File: config.mk
export PLATFORM = sky130hd
export DESIGN_NAME = str_front
export DESIGN_NICKNAME = d
export VERILOG_FILES = /design/src/sv/str_pkg.sv /design/src/sv/str_front.sv
export SDC_FILE = /design/constraint.sdc
export NUM_CORES = 1
export LEC_CHECK = 0
export ABC_AREA = 1
export ABC_CLOCK_PERIOD_IN_PS = 5200
export BUFFER_PORTS_ARGS = -buffer_cell sky130_fd_sc_hd__buf_2
export CAP_MARGIN = 20
export CELL_PAD_IN_SITES_DETAIL_PLACEMENT = 0
export CELL_PAD_IN_SITES_GLOBAL_PLACEMENT = 1
export CORE_ASPECT_RATIO = 1.2
export CORE_UTILIZATION = 40
export DETAILED_ROUTE_END_ITERATION = 16
export PLACE_DENSITY = 0.85
export SLEW_MARGIN = 20
export SYNTH_ARGS = -nofsm -noshare
export SYNTH_HDL_FRONTEND = slang
export SYNTH_SLANG_ARGS = --single-unit
export TNS_END_PERCENT = 100
File: constraint.sdc
create_clock -name i_clk -period 5.2 [get_ports i_clk]
set_input_delay 1.04 -clock i_clk [delete_from_list [all_inputs] [get_ports i_clk]]
set_output_delay 1.04 -clock i_clk [all_outputs]
set_load 0.05 [all_outputs]
File: src/sv/str_pkg.sv
// ----------------------------------------------------------------------------
// str_pkg
// Shared types and constants for the separable triangle resampler.
// ----------------------------------------------------------------------------
package str_pkg;

    localparam int unsigned WeightWidth = 23;
    localparam int unsigned CountWidth  = 7;
    localparam int unsigned DimWidth    = 9;
    localparam int unsigned RegIdxWidth = 2;
    localparam int unsigned MaxDim      = 256;
    localparam int unsigned MaxTaps     = 32;

    typedef enum logic [2:0] {
        OP_PIXEL   = 3'd0,
        OP_HWEIGHT = 3'd1,
        OP_VWEIGHT = 3'd2,
        OP_HSPAN   = 3'd3,
        OP_VSPAN   = 3'd4,
        OP_HCOMP   = 3'd5,
        OP_VCOMP   = 3'd6,
        OP_NONE    = 3'd7
    } t_op;

    localparam logic [RegIdxWidth-1:0] REG_SRC_W = 2'd0;
    localparam logic [RegIdxWidth-1:0] REG_SRC_H = 2'd1;
    localparam logic [RegIdxWidth-1:0] REG_DST_W = 2'd2;
    localparam logic [RegIdxWidth-1:0] REG_DST_H = 2'd3;

    typedef struct packed {
        logic [2:0]  operation;
        logic [7:0]  col;
        logic [7:0]  row;
        logic [4:0]  tap;
        logic [7:0]  red_in;
        logic [7:0]  green_in;
        logic [7:0]  blue_in;
        logic [22:0] weight;
        logic [7:0]  span_start;
        logic [6:0]  span_count;
    } t_in;

    typedef struct packed {
        logic [7:0] red_out;
        logic [7:0] green_out;
        logic [7:0] blue_out;
        logic [7:0] out_col;
        logic [7:0] out_row;
    } t_out;

    // decoded command handed from front to back
    typedef struct packed {
        t_op         op;
        logic [7:0]  col;
        logic [7:0]  row;
        logic [4:0]  tap;
        logic [23:0] rgb;
        logic [22:0] weight;
        logic [7:0]  start;
        logic [6:0]  count;
        logic        copy;
    } t_cmd;

endpackage

File: src/sv/str_front.sv
// ----------------------------------------------------------------------------
// str_front
// Accepts input words, saturates span counts, flags same-size copies, and
// pushes decoded commands into a short queue.
// ----------------------------------------------------------------------------
module str_front #(
    parameter int unsigned QDEPTH   = 2
) (
    input  logic              i_clk,
    input  logic              i_rst_n,
    input  logic              i_valid,
    output logic              o_ready,
    input  str_pkg::t_in      i_data,
    input  logic              i_same,
    output logic              o_cmd_valid,
    input  logic              i_cmd_pop,
    output str_pkg::t_cmd     o_cmd
);
    localparam int unsigned QAW = (QDEPTH > 1) ? $clog2(QDEPTH) : 1;

    str_pkg::t_cmd r_q [QDEPTH];
    logic [QAW-1:0] r_wp, r_rp;
    logic [QAW:0]   r_cnt;
    str_pkg::t_cmd  w_cmd;
    logic           w_push;

    always_comb begin
        w_cmd.op     = str_pkg::t_op'(i_data.operation);
        w_cmd.col    = i_data.col;
        w_cmd.row    = i_data.row;
        w_cmd.tap    = i_data.tap;
        w_cmd.rgb    = {i_data.red_in, i_data.green_in, i_data.blue_in};
        w_cmd.weight = i_data.weight;
        w_cmd.start  = i_data.span_start;
        w_cmd.count  = (32'(i_data.span_count) > str_pkg::MaxTaps) ?
                       7'(str_pkg::MaxTaps) : i_data.span_count;
        w_cmd.copy   = i_same;
    end

    assign o_ready     = (r_cnt != (QAW+1)'(QDEPTH));
    assign w_push      = i_valid && o_ready;
    assign o_cmd_valid = (r_cnt != '0);
    assign o_cmd       = r_q[r_rp];

    always_ff @(posedge i_clk) begin
        if (w_push) begin
            r_q[r_wp] <= w_cmd;
        end
        if (!i_rst_n) begin
            r_wp  <= '0;
            r_rp  <= '0;
            r_cnt <= '0;
        end else begin
            if (w_push) begin
                r_wp <= (32'(r_wp) == QDEPTH-1) ? '0 : r_wp + 1'b1;
            end
            if (i_cmd_pop) begin
                r_rp <= (32'(r_rp) == QDEPTH-1) ? '0 : r_rp + 1'b1;
            end
            r_cnt <= r_cnt + (QAW+1)'(w_push) - (QAW+1)'(i_cmd_pop);
        end
    end
endmodule

Word level (Yosys, flattened, before mapping)

Memories as Yosys holds them, arrays and structs flattened. A register that Yosys moved wholly into a read port is not among the register bits.
Cells that the tools add are included.

Register bits after elaboration: 4
Latch bits: 0
RAM bits: 174
ROM bits: 0
Bits of input ports: 91
Logic and storage cells: 19
Memories: 1

Add/subtract/negate cells: 4
Multiply operators: 0
Divide/modulo/power cells: 0
$lt $le $gt $ge: 1
Equal/unequal tests: 1
Shifts and indexed selects: 0
Multiplexer cells: 7
Bitwise operators: 0
Reductions and logical operators: 2

Memories:

| name | depth | width | read ports | clocked after memory_dff | write ports | RTL line        | source |
|---|---|---|---|---|---|---|---|
| r_q  | 2     | 87    | 1          | 1                        | 1           | str_front.sv:21 | `str_pkg::t_cmd r_q [QDEPTH];` |

Operator list:

| cell                                               | number |
|---|---|
| > comparator 7 x 6 -> 1 bit, second input constant | 1 |
| two-way mux 7 bit                                  | 1 |
| two-way mux 1 bit                                  | 6 |
| adder 1 bit, second input constant                 | 2 |
| adder 2 x 1 -> 2 bit                               | 1 |
| != test 2 bit, second input constant               | 1 |
| nonzero test 2 bit                                 | 1 |
| subtractor 2 x 1 -> 2 bit                          | 1 |
| logical AND 1 bit                                  | 1 |

Logic depth before layout (Yosys ltp)

Gate-level depths: netlist of run 1.

Word-level depth: 4
Gate-level depth with buffers: 11

Worst setup path after synthesis of run 1

Ideal clock, no wire load.

Path kind: input port to flip-flop
Start: input i_valid
End: memory r_q[1][0] (netlist name), enable pin
Arrival time: 4.873 ns
Data required time: 4.665 ns
Path slack: -0.208 ns
Stages: 2
Buffers on the path: 0
Path through: nand2_1 nor2_1

Cells in the longest elaborated chain, start to end: 3

RTL lines:

| element                                 | RTL line        | source |
|---|---|---|
| start: declaration                      | str_front.sv:11 | `input logic i_valid,` |
| logical AND 1 bit                       | str_front.sv:41 | `assign w_push = i_valid && o_ready;` |
| two-way mux 1 bit                       | str_front.sv:46 | `if (w_push) begin` |
| two-way mux 1 bit (implied by the code) | str_front.sv:47 | `r_q[r_wp] <= w_cmd;` |
| end: declaration                        | str_front.sv:21 |  |

No other way between the ends.

==> results.md, run 1 <==
- Count leader, synth: edfxtp_1
- CTS H-tree depth: 4
- Sequential-to-total area share from yosys stat: 79.58%
- Initial antenna violation count: 1
- PD cells: approximately 430 nW/um^2
- Setup CP Type: reg2out
- Met2 usage: around a quarter
- Synth cell count leaders: edfxtp_1, mux2_2, mux2_4
- Total clock sinks: between 150 and 200
- XOR/XNOR Fraction of Synth Area: less than 1%
- Final #Nets: around 600
- Final hold vios: 0
- Global-route wire length before repair: approximately 18 mm
- Simple-gate share of the synthesized area: ~1.8%
- DP HPWL: about 8 mm
- Post-cts resize count: 0
- Clk pin slew, worst setup/hold paths: 60 ps
- Mapped Area: between 6000 and 7000 sq um
- Crit. End Element: output pin
- RSZ-0062 raised after global routing: false
- CTS Buffer Depth: 2
- Post-CTS Setup Bufs: 0
- Slew Limit Fails: 0
- Root Buffer: clkbuf_16
- Critical Path AT: 2300 ps
- WL final: roughly 12 mm
- Post-synth top flop: edfxtp_1
- Hold WS: just over 500 ps
- Final cycle utilization of the critical path: 64.22%
- Wire per inst: 15.82 um
- Mux cell area share after synthesis: between 10% and 20%
- Layout area overhead: 26.96%
- CP max FO: 44
- TritonRoute pass-1 iters: 4
- Via count: around 3400
- RD Place Congestion: ~0.68
- Crit path launch type: flip-flop
- Setup_tns: 0 ps
- WP data required: ~4200 ps
- Full die area: ~17000 sq um
- Grt ovf: 0
- Total Routing Usage GR: between 10% and 20%
- CTS tree: built
- Post-synthesis compound-gate area fraction: less than 1%
- Largest net degree at the start of global routing: 52
- Max Freq: approximately 0.3 GHz
- Yosys top cell area share: 78.09%
- Min Tclk post-route: between 3000 and 4000 ps
- Met1 Resource Use GR: approximately 14%
- Post-route DRC: 0
- GRT busiest layer: met2
- Layout Utilization: 52.21%
- Hold-fix buffers, CTS: 0
- Number of enable flip-flop cells after synthesis: between 150 and 200
- Port bufs: roughly 180
- Post-synth ARST share: 0%
- Num ports: 180
- Final ANT Viol Nets: 0
- Max stage delay on crit path: approximately 780 ps
- Clock skew: ~8.1 ps
- Synth area leader: edfxtp_1
- Slew headroom: a little under three fifths
- Core area: roughly 16000 sq um
- # rows: roughly 50
- 1st-iter DRT viols: around 140
- Worst-Margin Slew: approximately 670 ps
- Synth top area cells: edfxtp_1, mux2_2, mux2_4
- Vias in the first global route: 3679
- Die extent in y: 143.7 um
- Syn_area_per_cell: ~21 sq um
- Worst Hold Class: reg2reg
- Leakage: 0.003287 uW
- Status: finished clean
- Initial core utilization: 41.12%
- Max-Cap Viols: 0
- Peak supply drop: between 0.2 and 0.25 mV
- Synthesis Warnings: 0
- Final setup fails: 0
- Synth Area in Adders: less than 1%
- GRT met3 Usage: 5.040%
- Fraction of layout cells with a size suffix above 1: 57.17%
- Slowest CP cell: dfxtp_4
- CTS buffer count: 17
- Worst-skew pair later-pin latency: about 420 ps
- Seq cells post-synth: 179
- Distinct cells, synth: 15
- Largest family of logic cells by synthesized area: multiplexers
- Via density: around 4.6
- CP cell instances: buf_4 -> mux2_2 -> buf_2
- Die X: approximately 120 um
- Post-Synthesis Cells: roughly 320
## report_power, final
group          switching [uW]  total (uW)  internal, uW
clock                     500        1250           752
sequential               39.7        1760          1720
combinational             474         672           198
total                    1010        3690          2670
## path summary, 6_finish.rpt
| check | slack [ps] | end | depth (start not counted) | start |
|---|---|---|---|---|
| worst max-delay path | 1860 | o_cmd[35] | 3 | flip-flop |
| worst min register to register | 510 | r_rp | 2 | r_rp |
| worst min-delay path | 510 | r_rp | 2 | r_rp |
| worst max register to register | 3080 | r_q[0][78] | 6 | r_cnt[0] |
## stage by stage
stage / power (uW) / instance area (sq um) / cells / setup WS, ps
global placement: 2447 / 7849 / 708 / 2192
global route: 3826 / 8493 / 742 / 1740
finish: 3689 / 8496 / 743 / 1860
detailed placement: 2473 / 7876 / 709 / 2156
CTS: 3726 / 8466 / 741 / 1810
floorplan: 2299 / 6700 / 323 / 1260
## registers in the layout, summed over array words and instances, names as in the netlist, named ones only
signal  count
r_wp        1
r_rp        1
r_cnt       2
r_q       174
## worst max-delay path: cells and delay by family (launching register included)
kind | cells | cell delay, ps
mux | 1 | 390
buf+inv | 2 | 690
flops | 1 | 780
## area by class of cell
type	instances	area [sq um]
clock inverters	14	160.2
clock buffers	18	429.2
well taps	212	265.3
repair buffers	185	1006
flip-flops and latches	179	5329
inverters	11	41.29
diodes	1	2.502
multi-input cells	123	1262
fillers	1330	7776
## cells by family after synthesis
family / count (synthesis)
simple gates: 31
xor+xnor: 1
flops: 179
fa+ha+maj: 1
buf+inv: 21
mux: 87
other cells: 1
compound gates: 1
## layer usage
layer | part of all wire [%] | wire [um]
met1 | 38 | 4424
met2 | 54 | 6391
met3 | 6.4 | 749
met4 | 1.6 | 185
met5 | 0 | 0
## placed cells by master, fill, tap and decap left out
cell	instances
buf_2	179
edfxtp_1	174
mux2_2	57
mux2_4	30
clkbuf_16	17
nand2_1	14
nor2_1	12
inv_1	11
clkinv_1	4
dfxtp_1	4
bufinv_16	3
nand3_1	2
nor2_4	2
clkinvlp_4	2
inv_6	2
clkinv_4	2
buf_16	2
buf_12	2
buf_4	2
conb_1	2
diode_2	1
or2_2	1
xnor2_1	1
a21oi_1	1
ha_1	1
dfxtp_4	1
clkinv_2	1
clkbuf_1	1
Note: power is estimated with default switching activity, not from simulation.
==> run 2: changes to the inputs <==
--- a/config.mk
+++ b/config.mk
@@ -6,15 +6,15 @@
 export NUM_CORES = 1
 export LEC_CHECK = 0
 export ABC_AREA = 1
-export ABC_CLOCK_PERIOD_IN_PS = 5200
+export ABC_CLOCK_PERIOD_IN_PS = 3110
 export BUFFER_PORTS_ARGS = -buffer_cell sky130_fd_sc_hd__buf_2
 export CAP_MARGIN = 20
 export CELL_PAD_IN_SITES_DETAIL_PLACEMENT = 0
 export CELL_PAD_IN_SITES_GLOBAL_PLACEMENT = 1
 export CORE_ASPECT_RATIO = 1.2
-export CORE_UTILIZATION = 40
+export CORE_UTILIZATION = 44
 export DETAILED_ROUTE_END_ITERATION = 16
-export PLACE_DENSITY = 0.85
+export PLACE_DENSITY = 0.88
 export SLEW_MARGIN = 20
 export SYNTH_ARGS = -nofsm -noshare
 export SYNTH_HDL_FRONTEND = slang
==> constraint.sdc (replaced) <==
create_clock -name i_clk -period 3.11 [get_ports i_clk]
set_input_delay 0.622 -clock i_clk [delete_from_list [all_inputs] [get_ports i_clk]]
set_output_delay 0.622 -clock i_clk [all_outputs]
set_load 0.05 [all_outputs]
==> run 2 against run 1 <==
  * Clock skew down 0.81 ps
  * Hold slack worse by 110 ps
  * Combinational power up 67%
  * Final cell count down 1.1%
  * Critical path type unchanged
  * Clock power up 46%
  * First-iteration DRC count down 32%
  * Sequential power up 67%
  * Worst setup slack worse by 1300 ps
  * Critical endpoint is now o_cmd[80]
  * Via count up 0.12%
  * Largest power group unchanged
  * Flip-flop and latch count unchanged
==> results.md, run 2 (synthesis gave the netlist of run 1 again) <==
- Status: finished clean
- Port bufs: 179 (unchanged)
- Worst R2R Path Depth: 5 (-1)
- Hold WS: 400.5 ps (-114.1 ps)
- Max-Cap Viols: 0 (unchanged)
- Fillcell total: 1176 (-12%)
- Vias in the first global route: 3507 (-4.7%)
- Fraction of layout cells with a size suffix above 1: 56.60% (-0.57 points)
- Setup CP Type: reg2out
- Total Routing Usage GR: 14.89% (+1.0 points)
- Core area: 14900 sq um (-8.4%)
- Min-Delay Path Depth: 1 (-1)
- Clk pin slew, worst setup/hold paths: 60 ps (about the same)
- CP max FO: 87 (+98%)
- Largest register FFs: 174 (unchanged)
- CTS Buffer Depth: 2 (unchanged)
- # rows: 49 (-3.9%)
- WP data required: 2490 ps (-1670 ps)
- Clock skew: 7.321 ps (-0.8069 ps)
- Placed Cells: 702 (-0.99%)
- Hold EP: r_q[1][17]
- Final setup fails: 0 (unchanged)
- CTS tree: built
- RD Place Congestion: 0.6926 (+2.4%)
- DP HPWL: 7.537 mm (-5.7%)
- Via count: 3436 (+0.12%)
- Full die area: 15710 sq um (-9.0%)
- Slew headroom: 53.45% (-1.9 points)
- Place WS: 1047 ps (-1109 ps)
- CTS buffer count: 17 (unchanged)
- Post-CTS Setup Bufs: 0 (unchanged)
- Leakage: 0.003226 uW (-1.8%)
- Die X: 114.6 um (-4.6%)
- CTS H-tree depth: 4 (unchanged)
- Die extent in y: 137.1 um (-4.6%)
- Fin cells: 735 (-1.1%)
- Wire per inst: 15.52 um (-1.9%)
- HP Start: i_data[16]
- Root Buffer: clkbuf_16
- Worst-Margin Slew: 698.2 ps (+27.96 ps)
- Crit path launch type: flip-flop
- Post-cts resize count: 0 (unchanged)
- Initial core utilization: 44.91% (+3.8 points)
- Most frequent cells in the layout: buf_2, edfxtp_1, mux2_2, mux2_4, clkbuf_16
- Crit. End Element: output pin
- WL final: 11.41 mm (-2.9%)
- Largest Register: r_q
- Post-route DRC: 0 (unchanged)
- RSZ-0062 raised after global routing: false
- Top Registers: r_q: 174 flops, r_cnt: 2 flops
- Reg2Reg Setup Slack: 1300 ps (-1780 ps)
- Final ANT Viol Nets: 0 (unchanged)
- Max Freq: about 0.40 GHz
- Final #Nets: 609 (unchanged)
- Largest net degree at the start of global routing: 88 (+69%)
- Worst Hold Class: in2reg
- Grt ovf: 0 (unchanged)
- Initial antenna violation count: 1 (unchanged)
- Final hold vios: 0 (unchanged)
- Min Tclk post-route: between 2000 and 3000 ps
- Worst-skew pair later-pin latency: 410 ps (about the same)
- Layout area overhead: 24.78%
- Peak supply drop: 0.4345 mV (+100%)
- PD cells: 703.7 nW/um^2 (+62%)
- Most common cell after layout, fill and taps aside: buf_2
- Power Total: 5875 uW (+59%)
- Via density: 4.675 (+1.2%)
- Slew Limit Fails: 0 (unchanged)
- TritonRoute pass-1 iters: 6 (+2)
- Worst reg2reg endpoint: r_q[1][86]
- Num ports: 180 (unchanged)
- RR Startpoint: r_cnt[0]
- 1st-iter DRT viols: 95 (-32%)
- Global-route wire length before repair: 16.92 mm (-3.4%)
- Final setup margin: 589.2 ps (-1271 ps)
- Final cycle utilization of the critical path: about four fifths
- Hold-fix buffers, CTS: 0 (unchanged)
- Critical Path AT: 1900 ps (-400 ps)
- Total clock sinks: 179 (unchanged)
run 2: critical path: stages (launching register included):
cell and delay [ps]:
dfxtp_4 350, buf_12 400, mux2_2 420, buf_2 220
run 2: routing by layer:
layer  part of all wire (%)  GRT usage, %  vias to the layer above
met5                      0             0                        -
met4                    1.6         5.916                        0
met3                    6.5         5.757                       14
met2                     54         26.63                      128
met1                     38         15.70                     1673
li1                       -             -                     1621
run 2: how the worst max path moves through the flow:
stage	end	slack, ps	start	cells after the start
5_1_grt	o_cmd[80]	550	flip-flop	3
6_report	o_cmd[80]	590	flip-flop	3
3_3_place_gp	o_cmd[80]	1060	flip-flop	3
2_1_floorplan	r_q[1][0]	-630	r_cnt[0]	4
4_1_cts	o_cmd[0]	600	flip-flop	3
3_5_place_dp	o_cmd[0]	1050	flip-flop	3
run 2: stage by stage:
stage	instance area (sq um)	util (%)	TNS, ps
2_1_floorplan	6700	-	-108140
3_3_place_gp	7841	52.63	0
3_5_place_dp	7841	52.63	0
4_1_cts	8347	56.03	0
5_1_grt	8347	56.03	0
6_report	8349	56.04	0
run 2: cell type report:
class | instances | area (sq um) | share of cell area, %
Sequential cell | 179 | 5329 | 63.82
Multi-Input combinational cell | 123 | 1262 | 15.12
Timing Repair Buffer | 185 | 953.4 | 11.42
Clock buffer | 22 | 444.2 | 5.320
Tap cell | 204 | 255.2 | 3.057
Clock inverter | 10 | 61.31 | 0.7343
Inverter | 11 | 41.29 | 0.4945
Antenna cell | 1 | 2.502 | 0.02997
run 2: power breakdown:
group          switching, uW  internal (uW)
clock                    811           1010
sequential              49.4           2890
combinational            801            314
